[src/nbg_pkg.sv]
// ----------------------------------------------------------------------------
// nbg_pkg
// Shared types and constants of the N-body gravity step core: field widths,
// reset values, operation and register codes, sequencer states and the
// request/response bundles of the arithmetic units.
// ----------------------------------------------------------------------------
package nbg_pkg;

	localparam int MAX_BODIES_DEF = 16;

	localparam int WORD_W   = 32;
	localparam int MASS_W   = 20;
	localparam int TS_W     = 16;
	localparam int PHASE_W  = 16;
	localparam int IN_DATA_W  = 216;
	localparam int OUT_DATA_W = 104;

	// divider and square root datapath widths
	localparam int DVD_W  = 68;
	localparam int DVS_W  = 64;
	localparam int RAD_W  = 64;
	localparam int ROOT_W = 32;

	localparam logic [WORD_W-1:0]  GRAV_RST   = 32'd214748;
	localparam logic [TS_W-1:0]    TSTEP_RST  = 16'd655;
	localparam logic [PHASE_W-1:0] SAMPLE_RST = 16'd100;

	// operation codes
	localparam logic [1:0] OP_LOAD  = 2'd0;
	localparam logic [1:0] OP_STEP  = 2'd1;
	localparam logic [1:0] OP_CLEAR = 2'd2;

	// configuration register indexes
	localparam logic [1:0] CFG_GRAV   = 2'd0;
	localparam logic [1:0] CFG_TSTEP  = 2'd1;
	localparam logic [1:0] CFG_SAMPLE = 2'd2;

	typedef enum logic [4:0] {
		ST_IDLE,
		ST_LOAD,
		ST_REP_RD,
		ST_REP_CAP,
		ST_REP_OUT,
		ST_PR_RD,
		ST_PR_CAP,
		ST_DIFF,
		ST_SQ,
		ST_SQRT_GO,
		ST_SQRT_WAIT,
		ST_GM,
		ST_FDIV_GO,
		ST_FDIV_WAIT,
		ST_AMUL,
		ST_ADIV_GO,
		ST_ADIV_WAIT,
		ST_VRD,
		ST_VWR,
		ST_PAIR_NEXT,
		ST_MV_RD,
		ST_MV_MUL,
		ST_MV_WR
	} state_t;

	typedef struct packed {
		logic             start;
		logic [DVD_W-1:0] dividend;
		logic [DVS_W-1:0] divisor;
	} div_req_t;

	typedef struct packed {
		logic             done;
		logic [DVD_W-1:0] quot;
	} div_rsp_t;

	typedef struct packed {
		logic             start;
		logic [RAD_W-1:0] radicand;
	} sqrt_req_t;

	typedef struct packed {
		logic              done;
		logic [ROOT_W-1:0] root;
	} sqrt_rsp_t;

endpackage

[src/nbg_isqrt.sv]
// ----------------------------------------------------------------------------
// nbg_isqrt
// Integer square root, digit by digit: two radicand bits and one root bit
// per cycle.
// ----------------------------------------------------------------------------
module nbg_isqrt (
	input  logic               clk,
	input  logic               arst_n,
	input  nbg_pkg::sqrt_req_t req,
	output nbg_pkg::sqrt_rsp_t rsp
);
	import nbg_pkg::*;

	localparam int CNT_W = $clog2(ROOT_W);
	localparam int REM_W = ROOT_W + 2;

	logic              busy_q;
	logic              done_q;
	logic [CNT_W-1:0]  cnt_q;
	logic [RAD_W-1:0]  rad_q;
	logic [ROOT_W-1:0] root_q;
	logic [REM_W-1:0]  rem_q;
	logic [REM_W+1:0]  trial;
	logic [REM_W+1:0]  cand;
	logic [REM_W+1:0]  diff;
	logic              ge;

	// compare against 4*root+1
	assign trial = {rem_q, rad_q[RAD_W-1:RAD_W-2]};
	assign cand  = {2'b00, root_q, 2'b01};
	assign diff  = trial - cand;
	assign ge    = (trial >= cand);

	// sequence control
	always_ff @(posedge clk or negedge arst_n) begin
		if (!arst_n) begin
			busy_q <= 1'b0;
			done_q <= 1'b0;
			cnt_q  <= '0;
		end else begin
			done_q <= 1'b0;
			if (req.start) begin
				busy_q <= 1'b1;
				cnt_q  <= CNT_W'(ROOT_W - 1);
			end else if (busy_q) begin
				if (cnt_q == '0) begin
					busy_q <= 1'b0;
					done_q <= 1'b1;
				end else begin
					cnt_q <= cnt_q - CNT_W'(1);
				end
			end
		end
	end

	// datapath
	always_ff @(posedge clk) begin
		if (req.start) begin
			rad_q  <= req.radicand;
			root_q <= '0;
			rem_q  <= '0;
		end else if (busy_q) begin
			rad_q  <= {rad_q[RAD_W-3:0], 2'b00};
			rem_q  <= ge ? diff[REM_W-1:0] : trial[REM_W-1:0];
			root_q <= {root_q[ROOT_W-2:0], ge};
		end
	end

	assign rsp.done = done_q;
	assign rsp.root = root_q;

endmodule

[config.mk]
export PLATFORM = sky130hd
export DESIGN_NAME = nbg_isqrt
export DESIGN_NICKNAME = d
export VERILOG_FILES = /design/src/nbg_pkg.sv /design/src/nbg_isqrt.sv
export SDC_FILE = /design/constraint.sdc
export NUM_CORES = 1
export LEC_CHECK = 0
export ABC_AREA = 1
export BUFFER_PORTS_ARGS = -buffer_cell sky130_fd_sc_hd__buf_2
export CORE_ASPECT_RATIO = 1.25
export CORE_MARGIN = 2
export CORE_UTILIZATION = 59
export DETAILED_ROUTE_END_ITERATION = 7
export PLACE_DENSITY = 0.82
export SLEW_MARGIN = 0
export SYNTH_ARGS = -nofsm -noshare
export SYNTH_HDL_FRONTEND = slang
export SYNTH_SLANG_ARGS = --single-unit
[constraint.sdc]
create_clock -name clk -period 4 [get_ports clk]
set_clock_uncertainty 0.1 [all_clocks]
set_input_delay 0.8 -clock clk [delete_from_list [all_inputs] [get_ports clk]]
set_output_delay 0.8 -clock clk [all_outputs]
set_load 0.02 [all_outputs]
# After elaboration in Yosys (flattened, before gate mapping)
# Cells that the tools add are included.
# op_classes
mux	12
order_cmp	1
n_eq_ne	1
n_reduce_logical	3
n_addsub	2
# ops
op	count
$mux 64	2
$ge 36x34->1	1
$mux 34	1
$sub 34x34->34	1
$mux 5	3
$mux 1	6
$logic_not 5->1	1
$sub 5x1->5 const B	1
$ne 2x2->1 const B	1
$reduce_and 2->1	1
$reduce_bool 2->1	1
# totals
input_bits	67
regBits	137

# Longest topological paths before layout
# Gate-level depths: netlist (run 1).
# logic_depth
depth_word	4
depth_mapped	18
ltp_nobuf	17

# Worst setup path after synthesis (run 1)
# OpenSTA, ideal clock, no wires.
# synth_path
kind	in2reg
from	input req[64] (netlist bit)
to	register rad_q[0] (enable)
required_ps	3447
slack_ps	356
cell_stages	4
arrival_ps	3091
path_cell_list	buf_2 -> nor2_1 -> inv_1 -> buf_1
# synth_via
elab_chain_len	1
# synth_rtl
element	line	rtl
start: declaration	nbg_isqrt.sv:9	input nbg_pkg::sqrt_req_t req,
$reduce_bool 2->1 (no source line)	n/a	
end signal: assignment	nbg_isqrt.sv:59	rad_q <= req.radicand;
end signal: assignment	nbg_isqrt.sv:63	rad_q <= {rad_q[RAD_W-3:0], 2'b00};
end: declaration	nbg_isqrt.sv:20	logic [RAD_W-1:0] rad_q;
# No other way between the ends.
# A chain may end at the register's enable or synchronous reset.

# Worst setup path in the final report (run 1)
# layout_path
from	register root_q[25]
to	register rem_q[19]
# layout_via
elab_chain_len	2
# layout_rtl
element	line	rtl
start: declaration	nbg_isqrt.sv:21	logic [ROOT_W-1:0] root_q;
start signal: assignment	nbg_isqrt.sv:65	root_q <= {root_q[ROOT_W-2:0], ge};
$ge 36x34->1	nbg_isqrt.sv:32	assign ge = (trial >= cand);
$mux 34	nbg_isqrt.sv:64	rem_q <= ge ? diff[REM_W-1:0] : trial[REM_W-1:0];
end signal: assignment	nbg_isqrt.sv:64	
end: declaration	nbg_isqrt.sv:22	logic [REM_W-1:0] rem_q;
# No other way between the ends.

==> results of run 1 <==
-- area by class of cell --
type                            count  area (µm²)  share of cell area
Clock buffer                       20         447              0.0476
Clock inverter                     12         116              0.0124
Inverter                          170         639              0.0681
Multi-Input combinational cell    854        3970               0.423
Sequential cell                   137        3420               0.364
Tap cell                          175         219              0.0233
Timing Repair Buffer              109         583              0.0621
-- kinds of logic after synthesis --
| group | after synthesis |
|---|---|
| flip-flops | 137 |
| buffers and inverters | 209 |
| AO/OA/AOI/OAI | 102 |
| adder cells (fa/ha/maj) | 36 |
| AND/OR/NAND/NOR | 704 |
| XOR/XNOR | 12 |
-- final timing paths --
path / cells past startpoint / startpoint / slack [ps] / end
worst max-delay path: 12 / root_q[25] / 880 / rem_q[19]
worst min-delay path: 1 / arst_n / 100 / cnt_q[3]
worst max register to register: 12 / root_q[25] / 880 / rem_q[19]
worst min register to register: 2 / rem_q[32] / 360 / rem_q[32]
max in group asynchronous: 1 / arst_n / 3530 / busy_q
min in group clk: 2 / rem_q[32] / 360 / rem_q[32]
-- critical path: cells and delay by family (launching register included) --
kind	cells	cell delay (ps)
AND/OR/NAND/NOR	6	1270
buffers and inverters	3	590
AO/OA/AOI/OAI	2	360
adder cells (fa/ha/maj)	1	350
flip-flops	1	330
-- stage by stage --
step	instance area (µm²)	worst slack, ps	power, W
after floorplan	8220	356	0.00479
after global placement	8830	991	0.00552
after detailed placement	8830	928	0.00556
after CTS	9390	877	0.00710
after global routing	9390	546	0.00776
final	9390	878	0.00714
-- cell usage after synthesis (2+ instances only) --
master    number  area (µm²)
o21bai_1       4        30.0
edfxtp_1      64        1920
dfxtp_1       66        1320
xor2_1         7        61.3
dfrtp_1        7         175
o21ai_0       18        90.1
o22ai_1       32         200
a31oi_1        3        18.8
buf_6          3        33.8
o211ai_1       2        15.0
nand3_1       68         340
buf_2          5        25.0
nor2_1       113         424
a21oi_1       30         150
o21ai_1        7        35.0
a21o_1         2        15.0
inv_2          2        7.51
xnor2_1        5        43.8
nor2_2         4        25.0
inv_1        167         627
nor3_1        25         125
ha_1          36         450
nand4_1       11        68.8
buf_1          5        18.8
clkbuf_1      22        82.6
buf_4          4        30.0
or2_2          2        12.5
nand2_1      475        1780
-- layer usage --
metal  up-vias  wire length [µm]  track usage  part of all wire
met4         0               575        0.105             0.028
met5         -                 0            0                 0
li1       3975                 -            -                 -
met2       204             10100        0.501              0.49
met3        50              1050       0.0566             0.051
met1      3445              8790        0.352              0.43
-- registers in the layout (all words and copies together), names as in the netlist --
name    flops
busy_q      1
cnt_q       5
done_q      1
rad_q      64
rem_q      34
root_q     32
-- where the power goes --
group          internal, W  switching (W)  leakage, nW
logic              0.00129        0.00249         3.37
registers          0.00169       0.000129         1.32
clock network     0.000878       0.000652        0.260
total              0.00386        0.00327         4.95
==> key figures, run 1 <==
Layout
  – Final Non-Filler Cells: 1477
  – Fraction of layout cells with a size suffix above 1: 0.118
  – Area Overhead vs Synth: 14.3%
  – Core Util, Final: 0.686
  – Most frequent cells in the layout: 475 x nand2_1, 165 x inv_1, 113 x nor2_1
  – Fillcell total: 1242
  – Commonest non-fill, non-tap cell in the layout: nand2_1
  – Antenna fix cells: 0
  – Net count, final: 1392

GRT
  – Vias in the first global route: 7201
  – First-pass GRT wire length: 33.4 mm
  – Initial antenna violation count: 0
  – GRT Util Overall: 0.289
  – Congestion Overflow GR: 0
  – Largest net degree at the start of global routing: 82

Setup path
  – Element type at the critical path start: register
  – Slowest stage delay, CP: 570 ps
  – Crit path required time: 4230 ps
  – Crit-path max FO: 31
  – WP data arrival: 3350 ps
  – Crit path top cell by count: nand2_1
  – Critical Path End Type: register
  – Slowest CP cell: nand4_1
  – CP Class: reg -> reg
  – Worst path cell trace: inv_1, ha_1, nand2_1, inv_1, a21oi_1, nand2_1, a21oi_1, nand4_1, buf_4, or2_2, nand3_1, nand2_1

Clock tree
  – Post-cts sizing count: 0
  – CTS Buffer Depth: 2
  – Clock latency on the worst-skew pair: 430 ps
  – Setup Fix Bufs, Post-CTS: 0
  – CTS Buf Count: 17
  – Root Driver: clkbuf_16
  – Hold_buf cts: 0
  – Sink Count: 137
  – H-tree levels: 4
  – CTS tree: done
  – CTS clk-pin slew, worst paths: 70 ps

Run status
  – Status: finished clean

Floorplanning
  – Die Span X: 110 µm
  – Height of the chip: 136 µm
  – Boundary pin count: 100
  – Die area: 14900 µm²
  – Core Rows: 48
  – Core area: 13700 µm²
  – Initial cell density of the core: 0.600

Power
  – Power Dens Cells: 760 nW/µm²
  – Leak pwr: 4.95 nW
  – Worst vdd ir: 0.000373 V

Detailed routing
  – Detailed-route via count: 7674
  – Residual DRC: 0
  – WL final: 20.5 mm
  – Antenna viol nets, final: 0
  – Initial DRT Pass Iterations: 5
  – WL per Instance: 13.9 µm
  – Vias per inst: 5.20
  – Drt initial violations: 568

Yosys
  – XOR/XNOR Fraction of Synth Area: 0.0128
  – Synth cell types: 39
  – Main synth FF type: dfxtp_1
  – Synth Area in Compound Gates: 0.0713
  – Mapped cell area: 8220 µm²
  – Asr flop ratio synth: 0.0511
  – Syn_area_per_cell: 6.85 µm²
  – Synth Area in Adders: 0.0548
  – Sequential area share after synthesis: 0.416
  – Synth Register Bits: 137
  – Syn_nets: 1303
  – Post-Synthesis Cells: 1200
  – Syn. warnings: 0
  – EDFF count, synth: 64
  – Synth Area in Simple Gates: 0.344
  – Multiplexer share of the synthesized area: 0
  – Main combinational cell family by area after synthesis: simple AND/OR/NAND/NOR gates

Placed design
  – DP HPWL: 15.0 mm
  – Count of buffers from port buffering: 99
  – Placed Cells: 1445
  – GPL Wtd Cong: 1.03

Timing
  – Max-slew violation count: 0
  – Highest clock rate: 320 MHz
  – Clock period minus worst slack: 3120 ps
  – Measured slew at the worst slew-check pin: 802 ps
  – # setup viols final: 0
  – Post-Route Setup TNS: 0 ps
  – Hold Vio Cnt, Final: 0
  – Relative slew slack: 0.464
  – Period utilization: 0.780
  – Hold slack final: 95.5 ps
  – Unrepaired setup endpoints after global routing: no

Worst hold path
  – Min-Delay Path Class: in -> async

Job
  – Max-cap violations: 0
(Power assumes the default switching activity.)
==> run 2, diff against run 1 <==
clock period = 3.1 ns   (was 4 ns; I/O delays follow)
==> key figures, run 2 (synthesis results as in run 1) <==
Detailed routing
  – Drt initial violations: 564
  – WL per Instance: 14.5 µm
  – WL final: 21.4 mm
  – Residual DRC: 0
  – Initial DRT Pass Iterations: 5
  – Detailed-route via count: 7648
  – Antenna viol nets, final: 0
  – Vias per inst: 5.17

Timing
  – Max-slew violation count: 0
  – Period utilization: 0.823
  – Unrepaired setup endpoints after global routing: no
  – Relative slew slack: 0.426
  – Highest clock rate: 392 MHz
  – Clock period minus worst slack: 2550 ps
  – Hold slack final: 346 ps
  – Hold Vio Cnt, Final: 0
  – Measured slew at the worst slew-check pin: 862 ps
  – Post-Route Setup TNS: 0 ps
  – # setup viols final: 0

Placed design
  – GPL Wtd Cong: 1.01
  – Count of buffers from port buffering: 99
  – DP HPWL: 15.6 mm
  – Post-DP Area: 8850 µm²

Setup path
  – Setup crit start: root_q[19]
  – CP Class: reg -> reg
  – Reg-to-Reg Start: root_q[19]
  – Crit-path max FO: 29
  – R2R cell count: 12
  – Critical Path End Type: register
  – R2R Setup Slk: 550 ps
  – FF-to-FF End: rem_q[0]
  – Crit path required time: 3320 ps
  – Crit path to: rem_q[0]
  – WP data arrival: 2770 ps
  – Element type at the critical path start: register

Clock tree
  – CTS tree: done
  – CTS Buffer Depth: 2
  – Post-cts sizing count: 0
  – CTS Buf Count: 17
  – Root Driver: clkbuf_16
  – Setup Fix Bufs, Post-CTS: 0
  – Clock latency on the worst-skew pair: 430 ps
  – Sink Count: 137
  – CTS clk-pin slew, worst paths: 60 ps
  – H-tree levels: 4

Power
  – Total power: 0.00948 W
  – Leak pwr: 4.99 nW
  – Power Dens Cells: 1000 nW/µm²
  – Worst vdd ir: 0.000507 V

Floorplanning
  – Height of the chip: 136 µm
  – Core Rows: 48
  – Core area: 13700 µm²
  – Die Span X: 110 µm
  – Boundary pin count: 100
  – Die area: 14900 µm²
  – Initial cell density of the core: 0.600

GRT
  – GRT Util Overall: 0.303
  – Largest net degree at the start of global routing: 96
  – Vias in the first global route: 7352
  – First-pass GRT wire length: 34.8 mm
  – Initial antenna violation count: 0
  – Congestion Overflow GR: 0

Layout
  – Net count, final: 1394
  – Design area: 9470 µm²
  – Antenna fix cells: 0
  – Area Overhead vs Synth: 15.3%
  – Commonest non-fill, non-tap cell in the layout: nand2_1
  – Fillcell total: 1218
  – Fraction of layout cells with a size suffix above 1: 0.118
  – Largest registers: rad_q: 64 flops, rem_q: 34 flops, root_q: 32 flops
  – Max FFs per register: 64
  – Top reg by flops: rad_q
  – Most frequent cells in the layout: 475 x nand2_1, 165 x inv_1, 113 x nor2_1

Worst hold path
  – Hold path cells: 3
  – Min-Delay Path Class: in -> reg

Job
  – Max-cap violations: 0

Run status
  – Status: finished clean
[run 2: cell types whose count changed in the layout (fill, tap and decap cells not counted)]
| cell | previous run | this run |
|---|---|---|
| dlygate4sd3_1 | 0 | 1 |
| clkinv_2 | 2 | 1 |
| bufinv_16 | 1 | 3 |
| clkinvlp_4 | 5 | 3 |
| clkinv_4 | 1 | 3 |
| inv_6 | 4 | 3 |
| buf_12 | 1 | 2 |
[run 2: repair_timing]
item                                    in CTS  in global routing
hold endpoints to repair                     7                  0
hold buffers                                 1                  0
endpoints found under the setup margin       0                  0
[run 2: worst max-delay path: stages, from the launching register on]
cell and delay [ps]:
dfxtp_1 320, inv_1 70, ha_1 380, nand2_1 140
nor2_2 170, nand2_1 100, nor2_1 180, nand3_1 100
nand4_1 170, buf_4 330, nand2_1 140, o21ai_0 160
nor2_1 50
[run 2: how the worst min path moves through the flow]
stage,from,slack [ps],end
2_1_floorplan,arst_n,220,busy_q
3_3_place_gp,rem_q[32],360,rem_q[32]
3_5_place_dp,rem_q[32],350,rem_q[32]
4_1_cts,req[1],340,rad_q[1]
5_1_grt,req[0],350,rad_q[0]
6_report,req[1],350,rad_q[1]
[run 2: routing by layer]
metal / track usage / part of all wire / routed length (µm)
met5: 0 / 0 / 0
met4: 0.105 / 0.023 / 502
met3: 0.0590 / 0.054 / 1150
met2: 0.550 / 0.51 / 11000
met1: 0.350 / 0.41 / 8740
[run 2: stage by stage]
step | setup slack, ps | util | cells
2_1_floorplan | 566 | - | 1200
3_3_place_gp | 598 | 0.646 | 1446
3_5_place_dp | 576 | 0.646 | 1446
4_1_cts | 556 | 0.692 | 1479
5_1_grt | 235 | 0.692 | 1479
6_report | 548 | 0.692 | 1479
[run 2: where the power goes]
part	switching (W)	internal, W
Combinational	0.00330	0.00170
Sequential	0.000174	0.00218
Clock	0.000833	0.00130
[run 2: final cells by class]
type / instances / area [µm²] / area share
sequential: 137 / 3420 / 0.361
clock inverter: 12 / 165 / 0.0174
inverter: 170 / 639 / 0.0675
timing repair buffer: 111 / 613 / 0.0647
clock buffer: 20 / 447 / 0.0472
multi-input combinational: 854 / 3970 / 0.419
tap: 175 / 219 / 0.0231
