$ cat src/nbg_pkg.sv
// ----------------------------------------------------------------------------
// nbg_pkg
// Shared types and constants of the N-body gravity step core: field widths,
// reset values, operation and register codes, sequencer states and the
// request/response bundles of the arithmetic units.
// ----------------------------------------------------------------------------
package nbg_pkg;

	localparam int MAX_BODIES_DEF = 16;

	localparam int WORD_W   = 32;
	localparam int MASS_W   = 20;
	localparam int TS_W     = 16;
	localparam int PHASE_W  = 16;
	localparam int IN_DATA_W  = 216;
	localparam int OUT_DATA_W = 104;

	// divider and square root datapath widths
	localparam int DVD_W  = 68;
	localparam int DVS_W  = 64;
	localparam int RAD_W  = 64;
	localparam int ROOT_W = 32;

	localparam logic [WORD_W-1:0]  GRAV_RST   = 32'd214748;
	localparam logic [TS_W-1:0]    TSTEP_RST  = 16'd655;
	localparam logic [PHASE_W-1:0] SAMPLE_RST = 16'd100;

	// operation codes
	localparam logic [1:0] OP_LOAD  = 2'd0;
	localparam logic [1:0] OP_STEP  = 2'd1;
	localparam logic [1:0] OP_CLEAR = 2'd2;

	// configuration register indexes
	localparam logic [1:0] CFG_GRAV   = 2'd0;
	localparam logic [1:0] CFG_TSTEP  = 2'd1;
	localparam logic [1:0] CFG_SAMPLE = 2'd2;

	typedef enum logic [4:0] {
		ST_IDLE,
		ST_LOAD,
		ST_REP_RD,
		ST_REP_CAP,
		ST_REP_OUT,
		ST_PR_RD,
		ST_PR_CAP,
		ST_DIFF,
		ST_SQ,
		ST_SQRT_GO,
		ST_SQRT_WAIT,
		ST_GM,
		ST_FDIV_GO,
		ST_FDIV_WAIT,
		ST_AMUL,
		ST_ADIV_GO,
		ST_ADIV_WAIT,
		ST_VRD,
		ST_VWR,
		ST_PAIR_NEXT,
		ST_MV_RD,
		ST_MV_MUL,
		ST_MV_WR
	} state_t;

	typedef struct packed {
		logic             start;
		logic [DVD_W-1:0] dividend;
		logic [DVS_W-1:0] divisor;
	} div_req_t;

	typedef struct packed {
		logic             done;
		logic [DVD_W-1:0] quot;
	} div_rsp_t;

	typedef struct packed {
		logic             start;
		logic [RAD_W-1:0] radicand;
	} sqrt_req_t;

	typedef struct packed {
		logic              done;
		logic [ROOT_W-1:0] root;
	} sqrt_rsp_t;

endpackage

$ cat src/nbg_div.sv
// ----------------------------------------------------------------------------
// nbg_div
// Restoring radix-2 divider, one quotient bit per cycle. The dividend is
// shifted out of the quotient register as quotient bits shift in.
// ----------------------------------------------------------------------------
module nbg_div (
	input  logic              clk,
	input  logic              arst_n,
	input  nbg_pkg::div_req_t req,
	output nbg_pkg::div_rsp_t rsp
);
	import nbg_pkg::*;

	localparam int CNT_W = $clog2(DVD_W);

	logic             busy_q;
	logic             done_q;
	logic [CNT_W-1:0] cnt_q;
	logic [DVS_W-1:0] rem_q;
	logic [DVS_W-1:0] dvs_q;
	logic [DVD_W-1:0] quo_q;
	logic [DVS_W:0]   trial;
	logic [DVS_W:0]   diff;
	logic             ge;

	// trial subtract of the next dividend bit
	assign trial = {rem_q, quo_q[DVD_W-1]};
	assign diff  = trial - {1'b0, dvs_q};
	assign ge    = (trial >= {1'b0, dvs_q});

	// sequence control
	always_ff @(posedge clk or negedge arst_n) begin
		if (!arst_n) begin
			busy_q <= 1'b0;
			done_q <= 1'b0;
			cnt_q  <= '0;
		end else begin
			done_q <= 1'b0;
			if (req.start) begin
				busy_q <= 1'b1;
				cnt_q  <= CNT_W'(DVD_W - 1);
			end else if (busy_q) begin
				if (cnt_q == '0) begin
					busy_q <= 1'b0;
					done_q <= 1'b1;
				end else begin
					cnt_q <= cnt_q - CNT_W'(1);
				end
			end
		end
	end

	// datapath
	always_ff @(posedge clk) begin
		if (req.start) begin
			rem_q <= '0;
			dvs_q <= req.divisor;
			quo_q <= req.dividend;
		end else if (busy_q) begin
			rem_q <= ge ? diff[DVS_W-1:0] : trial[DVS_W-1:0];
			quo_q <= {quo_q[DVD_W-2:0], ge};
		end
	end

	assign rsp.done = done_q;
	assign rsp.quot = quo_q;

endmodule

$ cat config.mk
export PLATFORM = sky130hd
export DESIGN_NAME = nbg_div
export DESIGN_NICKNAME = d
export VERILOG_FILES = /design/src/nbg_pkg.sv /design/src/nbg_div.sv
export SDC_FILE = /design/constraint.sdc
export NUM_CORES = 1
export LEC_CHECK = 0
export ABC_AREA = 1
export BUFFER_PORTS_ARGS = -buffer_cell sky130_fd_sc_hd__buf_2
export CORE_ASPECT_RATIO = 0.9
export CORE_UTILIZATION = 30
export CTS_CLUSTER_DIAMETER = 100
export DETAILED_ROUTE_END_ITERATION = 12
export PLACE_DENSITY = 0.52
export SKIP_LAST_GASP = 1
export SYNTH_ARGS = -nofsm -noshare
export SYNTH_HDL_FRONTEND = slang
export SYNTH_SLANG_ARGS = --single-unit
$ cat constraint.sdc
create_clock -name clk -period 9.25 [get_ports clk]
set_input_delay 0.925 -clock clk [delete_from_list [all_inputs] [get_ports clk]]
set_output_delay 0.925 -clock clk [all_outputs]
set_load 0.005 [all_outputs]
## After elaboration in Yosys (flattened, before gate mapping)

Index checks and enable logic that the tools add are counted.
W data, S select, Z words.

- Register bits after elaboration: 205
- Input port bits: 135
- Output and inout port bits: 69
- Logic and storage cells: 25

- Add/sub/neg operators: 2
- Magnitude comparators: 1
- Equality and inequality tests: 1
- Mux-type cells: 12
- Reductions and logical operators: 3

Operators by type and width:

| cell | number |
|---|---|
| $mux W68 | 2 |
| $ge A65 B64 Y1 | 1 |
| $mux W64 | 1 |
| $sub A64 B64 Y64 | 1 |
| $mux W7 | 3 |
| $logic_not A7 Y1 | 1 |
| $sub A7 B1 Y7 const B | 1 |
| $mux W1 | 6 |
| $ne A2 B2 Y1 const B | 1 |
| $reduce_and A2 Y1 | 1 |
| $reduce_bool A2 Y1 | 1 |

## Logic depth before layout (Yosys ltp)

Gate-level depths: netlist of the first run.

- Word-level depth: 4
- Gate-level depth with buffers: 19
- Depth with buffers taken out: 18

## Least setup slack after synthesis of the first run

OpenSTA, ideal clock, no wires.

- Kind: input to register
- Start: input port req[132] in the netlist's numbering
- End: register quo_q[0] (enable)
- Library setup time: 0.459 ns
- Data arrival time: 3.368 ns
- Data required time: 8.791 ns
- Setup slack: 5.423 ns
- Stages: 4
- Path buffers: 2
- Cells stage by stage: buf_2 > nor2_1 > clkinv_1 > clkbuf_1

- Longest elaborated chain between the ends: 1

Ends and longest elaborated chain:

| item | line | RTL |
|---|---|---|
| start, declared | nbg_div.sv:9 | `input nbg_pkg::div_req_t req,` |
| $reduce_bool A2 Y1 (no source line) | - |  |
| end signal, assigned | nbg_div.sv:58 | `quo_q <= req.dividend;` |
| end signal, assigned | nbg_div.sv:61 | `quo_q <= {quo_q[DVD_W-2:0], ge};` |
| end, declared | nbg_div.sv:21 | `logic [DVD_W-1:0] quo_q;` |

No other way between the ends.
A chain may end at the register's enable or synchronous reset.

## Worst setup path after layout of the first run

- Start: register dvs_q[33]
- End: register rem_q[49]

- Longest elaborated chain between the ends: 2
- Elaborated cells on any way between the ends: 3
- Classes of those cells: add/sub (1); order compare (1); mux (1)

Ends and longest elaborated chain:

| item | line | RTL |
|---|---|---|
| start, declared | nbg_div.sv:20 | `logic [DVS_W-1:0] dvs_q;` |
| start signal, assigned | nbg_div.sv:57 | `dvs_q <= req.divisor;` |
| $sub A64 B64 Y64 or $ge A65 B64 Y1 (tied branches) | nbg_div.sv:28, nbg_div.sv:29 |  |
| $mux W64 * | nbg_div.sv:60 | `rem_q <= ge ? diff[DVS_W-1:0] : trial[DVS_W-1:0];` |
| end signal, assigned | nbg_div.sv:60 |  |
| end, declared | nbg_div.sv:19 | `logic [DVS_W-1:0] rem_q;` |

Mark *: on every way between the ends. The rest lies on a longest branch, timed or not.

==> results summary, run 1 <==
The run finished with clean final reports. The residual overflow from global routing is 0. The maximum fanout along the worst path is 66. The clock sink count came out at 205. The detailed-route DRC error count came out at 0. The most numerous cell on the critical path is nand2_1. The number of global-route vias before repair came out at 13500.

After clock tree synthesis, the clock-pin slew on the worst setup and hold paths is 0.06 ns. The worst setup path is launched from a register. The detail route stage leaves a number of antenna-violating nets equal to 0. The post-synthesis to final-layout area growth came out at 16.1%. The count of cells resized by post-cts repair came out at 0. The number of instances in the synthesized netlist is 2214. The number of H-tree branching levels came out at 1.

The die outline height came out at 212 um. Global routing consumed, over all layers together, 19.9% of the routing resources. In the synthesized netlist the async set-or-reset flop fraction comes to 4.39%.

Traced cell by cell, the critical path runs through inv_1 -> ha_1 -> nand2_1 -> nor2_1 -> nand2_1 -> nor2_2 -> and3_1 -> nand2_4 -> nand2_4 -> nand3_1 -> nand2_1 -> nand2_1. The area after detailed placement came out at 16200 um^2. The number of nets produced by synthesis is 2416. The share of the synthesized area in the top cell type is 27.0%. The highest ir drop seen on vdd is 0.118 mV. The most critical setup path has its startpoint at dvs_q[33].

The part of the Yosys area used for sequential elements came out at 37.3%. The number of different library cells used by synthesis comes to 40. The count of warnings emitted by yosys came out at 0. The final setup violation count came out at 0.

The die covers 49800 um^2. Buffers added to address setup during post-CTS repair amount to 0. The delay of the slowest critical-path stage came out at 0.85 ns. The total via count after detailed routing is 13900. The routability congestion estimate is 0.920.

The number of buffer cells added on primary ports is 203. The biggest area contributor in the post-synthesis netlist is edfxtp_1. The worst hold-check path type is primary input to asynchronous set/reset pin.

Yosys attributes the largest share of cell area to edfxtp_1 (27%), nand2_1 (24%), inv_1 (12%), dfxtp_1 (8.7%), ha_1 (5.6%). The number of antenna violations at the first check in global routing is 5. The count of nets after finishing is 2603. The transition at the pin with the smallest max-transition slack is 0.964 ns. The number of hold buffers added after CTS is 0. The largest net degree at the start of global routing came out at 74. The TritonCTS clock tree is yes. The root buffer cell chosen for the clock tree is clkbuf_16. The total half-perimeter wirelength after legalization and detailed placement is 38700 um. The number of buffer and inverter instances along the worst setup path came out at 1. The final-report hold violation count came to 0. Among all cell types in the netlist, the one instantiated most often is nand2_1. For the worst setup path, the data arrival time is 4.12 ns. By count the netlist is led by nand2_1 (927), inv_1 (450), nand3_1 (142). In this run, CTS created clock tree buffers numbering 24. Once placement completed, the tool counted placed cells totaling 2999. The clock period minus final worst setup slack came out at 3.67 ns. The worst path setup slack after routing came out at 5.58 ns. Static timing analysis puts the maximum clock frequency at 272 MHz. The worst setup path is captured at a register. The final non-filler cell area is 17000 um^2. The number of flops mapped to enable cells by yosys came out at 132. Setup repair after global routing left no endpoint under its margin.

The final hold slack is 0.203 ns. The count of max-cap constraint violations came out at 0. The die width came out at 235 um.

The analysis attributes to cell leakage a power of 9.48 nW. For this run, the leading register cell type out of synthesis is edfxtp_1. The overall power came out at 2.40 mW. The aggregate routed wire length came out at 49400 um.

On the critical path the largest part of the delay comes from simple AND/OR/NAND/NOR gates. The mean area per synthesized cell came out at 6.63 um^2. The clock latency at the later pin of the worst-skew pair is 0.56 ns. Once layout is complete, the cells apart from fillers number 3045. The initial cell density of the core is 30.6%.

The synthesized flop and latch total is 205. The summed negative setup slack over all endpoints is 0 ns. The maximum root-to-sink buffer count came out at 3. The initialized floorplan defines 76 standard-cell rows.

The final count of pins violating max slew is 0. The normalized max-slew margin came out at 35.8%. The netlist area before placement is 14700 um^2. The detailed router finished its first iteration with 858 violations.

The detailed-route vias per instance came out at 4.57. Prior to clock tree synthesis, the placed netlist has a worst setup slack of 5.55 ns. The share of layout cells above drive strength 1 came out at 12.9%. The routed length per placed instance came out at 16.2 um.

Data on the critical path is required at its endpoint by 9.70 ns. The total power divided by cell area is 141 nW/um^2. The worst-case clock skew came out at 0.0118 ns. Pin placement for this block handled 204 I/O pins.

The fraction of the cycle the final worst path needs is 39.7%. The floorplan step defined a core boundary enclosing 48000 um^2. Among all stages on the critical path, the largest delay is contributed by nand2_4. The startpoint identified for the worst register-to-register timing path is dvs_q[33]. The first-pass iteration count of the detailed router came out at 6. The start-to-end type of the worst setup path is register to register. The core utilization of the finished layout came out at 35.5%.

The wire length of the first global-routing pass came out at 76900 um.
worst register-to-register path, delay by kind of cell (launching register included):
family	cells	cell delay, ns
flops	1	0.32
buf+inv	1	0.04
simple gates	10	2.81
fa+ha+maj	1	0.40
final timing paths:
| path | end | slack [ns] | depth (start not counted) |
|---|---|---|---|
| setup / recovery | rem_q[49] | 5.58 | 12 |
| hold / removal | cnt_q[6] | 0.20 | 1 |
| setup reg to reg | rem_q[49] | 5.58 | 12 |
| hold reg to reg | rem_q[45] | 0.47 | 2 |
| max in group asynchronous | busy_q | 8.86 | 1 |
| min in group clk | rem_q[45] | 0.47 | 2 |
logic make-up (layout without fill, tap and decap cells):
logic type / Yosys count / count (layout) / synth area share [%]
AOI/OAI and AO/OA: 111 / 111 / 4.13
other: 0 / 2 / 0
buffers and inverters: 505 / 710 / 13.7
adders and majority gates: 67 / 67 / 5.76
xor gates and xnor gates: 31 / 31 / 1.85
DFF: 205 / 205 / 37.3
and+or+nand+nor: 1295 / 1295 / 37.2
routing by layer:
metal,global-route usage [%],share of wire [%]
met3,3.95,6.9
met4,4.51,2.2
met1,28.1,49
met5,0,0.11
met2,31.0,42
state kept, by name (all words and copies together) (netlist names):
signal / cells
busy_q: 1
cnt_q: 7
done_q: 1
dvs_q: 64
quo_q: 68
rem_q: 64
placed cells by master (no fill, tap or decap), types with 36 or more instances in the layout:
master	n
buf_2	202
nor2_1	91
nand2_1	927
ha_1	66
nand3_1	142
inv_1	449
edfxtp_1	132
a21oi_1	50
nand3b_1	36
dfxtp_1	64
final cells by class:
class	count	area, um^2
Fill cell	5220	31000
Multi-Input combinational cell	1504	7200
Sequential cell	205	5470
Inverter	456	1710
Timing Repair Buffer	210	1070
Tap cell	624	781
Clock buffer	34	701
Clock inverter	10	101
Antenna cell	2	5.00
power by group:
group | switching (mW) | internal (mW)
Combinational | 0.218 | 0.128
Sequential | 0.0343 | 1.05
Clock | 0.411 | 0.559
Total | 0.662 | 1.74
Power figures use the tool's default switching activity.
==> run 2: changes to the inputs <==
==> constraint.sdc (replaced) <==
create_clock -name clk -period 3.5 [get_ports clk]
set_input_delay 0.35 -clock clk [delete_from_list [all_inputs] [get_ports clk]]
set_output_delay 0.35 -clock clk [all_outputs]
set_load 0.005 [all_outputs]
==> results summary, run 2 (synthesis results as in run 1) <==
The area after detailed placement is 16300 um^2 (+0.45%). TritonCTS built the clock tree. The transition at the pin with the smallest max-transition slack is 0.872 ns (-0.0919 ns). The library cell used most frequently in the layout, excluding fill and tap cells, is nand2_1. The first-pass iteration count of the detailed router is 5 (-1). The worst setup path is of the register to register kind. The share of power burned in the clock network came to 42.3% (+1.9 points). The worst setup slack for register-to-register paths is 0.35 ns (-5.23 ns). The detailed-route vias per instance is 4.53 (-0.81%). The number of buffers created by CTS is 25 (+4.2%). The number of placed I/O pins came out at 204 (unchanged). The highest achievable clock rate is 317 MHz (+16%). quo_q holds more flip-flops than any other register. Walking the worst path, the cells encountered are inv_1 -> ha_1 -> nand2_1 -> nand2_1 -> inv_1 -> nand2_1 -> inv_2 -> nand3_2 -> nand2_1 -> nand2_2 -> nand2_2 -> nand2_2 -> nand2_4 -> buf_4 -> nand3_1 -> nand3_1 -> o21ai_1. The die outline height is 212 um (unchanged). The total global-route track usage is 19.6% (-0.27 points). The endpoint identified for the worst register-to-register timing path is rem_q[17].

The share of layout cells above drive strength 1 came to 12.9% (+0.040 points). The final-report hold violation count came out at 0 (unchanged). The run finished with clean final reports. The placeable core region is 48000 um^2 (unchanged). The part of the total power dissipated in sequential elements is 43.1% (-2.1 points).

The min-delay analysis places its worst path in the category primary input to register. Setup repair after global routing left no endpoint under its margin. The instance count on the critical path came out at 17 (+5).

The number of buffer cells added on primary ports came to 203 (unchanged). Clock tree synthesis selected as its root buffer the cell clkbuf_16. The number of global-route vias before repair came out at 13800 (+1.9%). The total half-perimeter wirelength after legalization and detailed placement is 38300 um (-0.97%). The core utilization of the finished layout came out at 37.2% (+1.7 points). The arrival time of the worst setup path is 3.59 ns (-0.53 ns). The count of routing violations after the opening detailed-route iteration came to 999 (+16%). The clock period minus final worst setup slack came to 3.15 ns (-0.520 ns). The number of H-tree branching levels came out at 1 (unchanged). The share of total power in combinational logic is 14.6% (+0.2 points). The highest ir drop seen on vdd came out at 0.312 mV (+170%). Compared with the post-synthesis result, the final layout area differs by 21.7%. The total via count after detailed routing is 14100 (+1.4%). The most critical setup path has its startpoint at dvs_q[8]. The most numerous cell on the critical path is nand2_1.

The leakage power summed over all cells is 9.84 nW (+3.8%). The remaining antenna violation count after routing came out at 0 (unchanged). The count of nets after finishing came to 2672 (+2.7%). The register clock-pin slew on the reported worst setup and hold paths is 0.06 ns (about the same). The total internal power came to 4.87 mW (+180%). The routed length per placed instance came out at 15.6 um (-3.8%). Among cell families on the critical path, the largest total delay comes from simple AND/OR/NAND/NOR gates.

The clock sink count is 205 (unchanged). The aggregate routed wire length is 48600 um (-1.6%). The antenna diode count came out at 0 (-2).

On the critical path, the stage with the largest delay is an instance of buf_4. The initial cell density of the core came to 30.6% (unchanged). The number of buffer and inverter instances along the worst setup path came to 4 (+3). The routability congestion estimate came out at 0.980 (+6.5%). The number of antenna violations at the first check in global routing came out at 0 (-5).

The wire length of the first global-routing pass is 76700 um (-0.28%). The post-placement setup slack came out at 0.418 ns (-5.13 ns). In this run the critical register-to-register path is launched from dvs_q[8]. The number of filler cells placed in the layout came to 5262 (+0.80%). The maximum fanout along the worst path is 65 (-1.5%). The worst setup path is captured at a register. The end point of the critical path is rem_q[17]. The die width is 235 um (unchanged). The worst-case clock skew came out at 0.0117 ns (-0.000132 ns). The library cells used most frequently in the layout, excluding fill and tap cells, are nand2_1 (927), inv_1 (449), buf_2 (202). The worst setup path is launched from a register. The fraction of the cycle the final worst path needs is 90.0% (+50 points). The overall power came out at 6.67 mW (+180%). The required time at the endpoint of the critical path came to 3.94 ns (-5.76 ns). The number of setup buffers added after CTS is 0 (unchanged). The number of rows created at floorplan is 76 (unchanged). The residual overflow from global routing is 0 (unchanged). The area enclosed by the die boundary was 49800 um^2 (unchanged). The summed negative setup slack over all endpoints is 0 ns (unchanged). The logic depth of the worst register-to-register path is 17 (+5).

The final count of pins violating max slew was 0 (unchanged). The detailed-route DRC error count came out at 0 (unchanged). The clock latency at the later pin of the worst-skew pair is 0.56 ns (about the same). The normalized max-slew margin was 41.9% (+6.1 points). The multi-input gate area in the final layout is 7200 um^2 (unchanged). The delay of the slowest critical-path stage is 0.63 ns (-0.22 ns).

The maximum root-to-sink buffer count is 3 (unchanged). The final setup violation count came out at 0 (unchanged). The total power divided by cell area was 374 nW/um^2 (+160%). The final non-filler cell area came out at 17900 um^2 (+4.8%). The switching component of the power is 1.80 mW (+170%). The worst path setup slack after routing was 0.349 ns (-5.23 ns). The largest net degree at the start of global routing is 74 (unchanged). The count of max-cap constraint violations is 0 (unchanged). The number of flip-flops under the largest register name is 68 (unchanged).

The area used by sequential logic in the layout came out at 5470 um^2 (unchanged). In the final layout, the registers with the most flip-flops are quo_q x68, dvs_q x64, rem_q x64. The share of total power consumed by net switching came out at 27.0% (-0.56 points).
run 2: changes by cell type in the layout (fill, tap and decap cells not counted), sizes merged:
cell and change:
dlygate4sd3 +65, buf +3, clkbuf -3, bufinv +2, clkinv +2, diode -2, inv +2, clkinvlp -1
run 2: through the flow:
step                      hold WS (ns)  cells
after detailed placement         0.216   3002
after global placement           0.214   3002
after floorplan                 0.0544   2214
after CTS                       0.0198   3113
after global routing            0.0264   3113
final                           0.0520   3113
run 2: power groups by stage:
stage          logic [mW]  registers (mW)  clock network [mW]
6_report            0.974            2.87                2.82
5_1_grt              1.11            2.89                3.02
4_1_cts             0.988            2.88                2.93
3_5_place_dp        0.928            2.92                   0
3_3_place_gp        0.919            2.92                   0
2_1_floorplan       0.555            2.91                   0
run 2: timing repair:
action	in CTS	in global routing
gates resized for setup	0	0
hold buffers	65	0
endpoints found under the hold margin	73	0
run 2: cell type report:
cell class / count / share of cell area [%]
repair buffers: 278 / 10.0
flip-flops and latches: 205 / 30.6
clock inverters: 15 / 1.00
inverters: 456 / 9.59
multi-input cells: 1504 / 40.3
well taps: 624 / 4.37
clock buffers: 31 / 4.04
run 2: layer usage:
layer | part of all wire [%] | GRT usage [%] | vias up
met2 | 42 | 30.8 | 386
li1 | - | - | 7269
met5 | 0 | 0 | -
met3 | 6.8 | 3.59 | 48
met4 | 1.9 | 4.29 | 0
met1 | 49 | 27.8 | 6411
run 2: worst min path at each step:
stage | cells after the start | slack, ns | startpoint | endpoint
floorplan | 0 | 0.05 | arst_n | busy_q
global route | 1 | 0.03 | req[132] | dvs_q[20]
global placement | 1 | 0.21 | arst_n | cnt_q[4]
CTS | 3 | 0.02 | req[70] | quo_q[6]
detailed placement | 1 | 0.22 | arst_n | cnt_q[4]
finish | 1 | 0.05 | req[132] | dvs_q[20]
==> run 3: changes to the inputs <==
==> constraint.sdc (replaced) <==
create_clock -name clk -period 3.62 [get_ports clk]
set_input_delay 0.362 -clock clk [delete_from_list [all_inputs] [get_ports clk]]
set_output_delay 0.362 -clock clk [all_outputs]
set_load 0.005 [all_outputs]
==> results summary, run 3 (synthesis results as in run 1) <==
The final count of pins violating max slew is 0 (unchanged). The wire length of the first global-routing pass came out at 75200 um (-1.9%). The summed negative setup slack over all endpoints came out at 0 ns (unchanged). Leaving out fill and tap cells, the most frequent cell in the layout is nand2_1. The die outline height was 212 um (unchanged). The final non-filler cell area came out at 17800 um^2 (-0.36%). The final setup violation count came out at 0 (unchanged). The total global-route track usage came out at 19.2% (-0.36 points).

The largest net degree at the start of global routing is 75 (+1.4%). The final-report hold violation count was 0 (unchanged). The number of filler cells placed in the layout came out at 5248 (-0.27%). The setup path with the least slack is of type register to register.

The number of buffers created by CTS came out at 26 (+4.0%). The number of buffer cells added on primary ports came to 203 (unchanged). The normalized max-slew margin came out at 41.2% (-0.72 points). The highest achievable clock rate is 341 MHz (+7.4%).

STA classifies the critical path endpoint as a register. The fraction of the cycle the final worst path needs is 81.1% (-9.0 points). TritonCTS built the clock tree. The required time at the endpoint of the critical path came out at 4.07 ns (+0.13 ns).

The detailed-route DRC error count came to 0 (unchanged). The tree is rooted in a clkbuf_16. The number of rows created at floorplan came to 76 (unchanged).

The number of flip-flops under the largest register name came to 68 (unchanged). The run finished with clean final reports. The post-placement setup slack is 0.664 ns (+0.246 ns). The register clock-pin slew on the reported worst setup and hold paths came to 0.06 ns (about the same).

The maximum root-to-sink buffer count came out at 3 (unchanged). The count of max-cap constraint violations was 0 (unchanged). The number of global-route vias before repair is 13700 (-1.0%). The aggregate routed wire length came out at 47700 um (-1.8%). The number of antenna violations at the first check in global routing is 2 (+2). The residual overflow from global routing was 0 (unchanged). The number of setup buffers added after CTS is 0 (unchanged). The highest ir drop seen on vdd came out at 0.281 mV (-10%). The arrival time of the worst setup path was 3.38 ns (-0.21 ns). The placeable core region came out at 48000 um^2 (unchanged). The antenna diode count came out at 0 (unchanged). The die width came out at 235 um (unchanged). Setup repair after global routing left no endpoint under its margin. The total power divided by cell area was 356 nW/um^2 (-4.8%). STA classifies the critical path startpoint as a register. The worst setup slack for register-to-register paths came out at 0.69 ns (+0.34 ns). The first-pass iteration count of the detailed router came out at 5 (unchanged). The worst path setup slack after routing is 0.685 ns (+0.337 ns). The clock period minus final worst setup slack is 2.93 ns (-0.217 ns). The remaining antenna violation count after routing came out at 0 (unchanged). The routability congestion estimate was 0.964 (-1.6%). The clock sink count came out at 205 (unchanged). The number of placed I/O pins is 204 (unchanged). The detailed-route vias per instance was 4.48 (-1.1%). The number of H-tree branching levels is 1 (unchanged). The area after detailed placement is 16300 um^2 (-0.20%).

In the final layout, the registers with the most flip-flops are quo_q x68, dvs_q x64, rem_q x64. The total half-perimeter wirelength after legalization and detailed placement came out at 37100 um (-3.2%). The worst-case clock skew came out at 0.0254 ns (+0.0137 ns). The initial cell density of the core came out at 30.6% (unchanged). The area enclosed by the die boundary came out at 49800 um^2 (unchanged). The routed length per placed instance is 15.3 um (-1.8%).

Ranked by flip-flop count, first place goes to quo_q. The count of nets after finishing is 2672 (unchanged). The library cells used most frequently in the layout, excluding fill and tap cells, are nand2_1 (927), inv_1 (449), buf_2 (202). The clock latency at the later pin of the worst-skew pair is 0.58 ns (+0.02 ns). The total via count after detailed routing came out at 14000 (-1.1%).

The transition at the pin with the smallest max-transition slack is 0.883 ns (+0.0109 ns). The count of routing violations after the opening detailed-route iteration came to 800 (-20%). The share of layout cells above drive strength 1 is 12.6% (-0.33 points). The worst hold path belongs to the class primary input to register.

The core utilization of the finished layout is 37.0% (-0.14 points). The leakage power summed over all cells is 9.79 nW (-0.51%). The post-synthesis to final-layout area growth came out at 21.2%. The maximum fanout along the worst path is 65 (unchanged).
run 3: per-layer routing:
metal / vias up / part of all wire, % / GRT usage [%]
li1: 7269 / - / -
met3: 53 / 7.0 / 4.06
met4: 4 / 2.0 / 4.58
met5: - / 0.063 / 0
met2: 381 / 43 / 30.6
met1: 6254 / 48 / 26.5
run 3: stage by stage:
step                std cells  power [mW]  hold WS (ns)
floorplan                2214        3.35        0.0664
global placement         3001        3.70         0.225
detailed placement       3001        3.71         0.229
CTS                      3114        6.45        0.0179
global route             3114        6.67        0.0390
finish                   3114        6.33        0.0546
run 3: critical path, stage by stage, from the launching register on:
cell      delay [ns]
edfxtp_1        0.37
inv_1           0.08
ha_1            0.28
nand2_1         0.08
nand2_1         0.08
inv_1           0.07
nand2_1         0.08
inv_2           0.06
nand3_2         0.18
nand2_1         0.13
nand2_2         0.09
nand2_2         0.08
nand2_2         0.08
nand2_4         0.07
buf_4           0.65
nand3_1         0.14
nand2_1         0.10
inv_1           0.05
nand2_1         0.05
nand2_1         0.05
run 3: path summary, 6_finish.rpt:
check                             to  cells after the start  startpoint
setup reg to reg           rem_q[49]                     19    dvs_q[8]
hold / removal              quo_q[2]                      3     req[66]
hold reg to reg            rem_q[38]                      2   rem_q[38]
max in group asynchronous   cnt_q[6]                      2      arst_n
min in group asynchronous     busy_q                      2      arst_n
setup / recovery           rem_q[49]                     19    dvs_q[8]
run 3: area by class of cell:
cell class	instances	area (um^2)	share of cell area [%]
Clock inverter	5	81.3	0.457
Multi-Input combinational cell	1504	7200	40.5
Inverter	456	1710	9.63
Sequential cell	205	5470	30.7
Tap cell	624	781	4.39
Clock buffer	43	786	4.42
Timing Repair Buffer	277	1760	9.90
run 3: timing repair:
action	4_1_cts	5_1_grt
endpoints found under the hold margin	73	0
hold buffers	65	0
gates resized for setup	0	0
run 3: where the power goes:
group / switching (mW) / leakage, nW / internal [mW] / total [mW]
sequential: 0.0903 / 2.00 / 2.69 / 2.78
combinational: 0.557 / 7.38 / 0.375 / 0.932
clock: 1.06 / 0.415 / 1.56 / 2.61
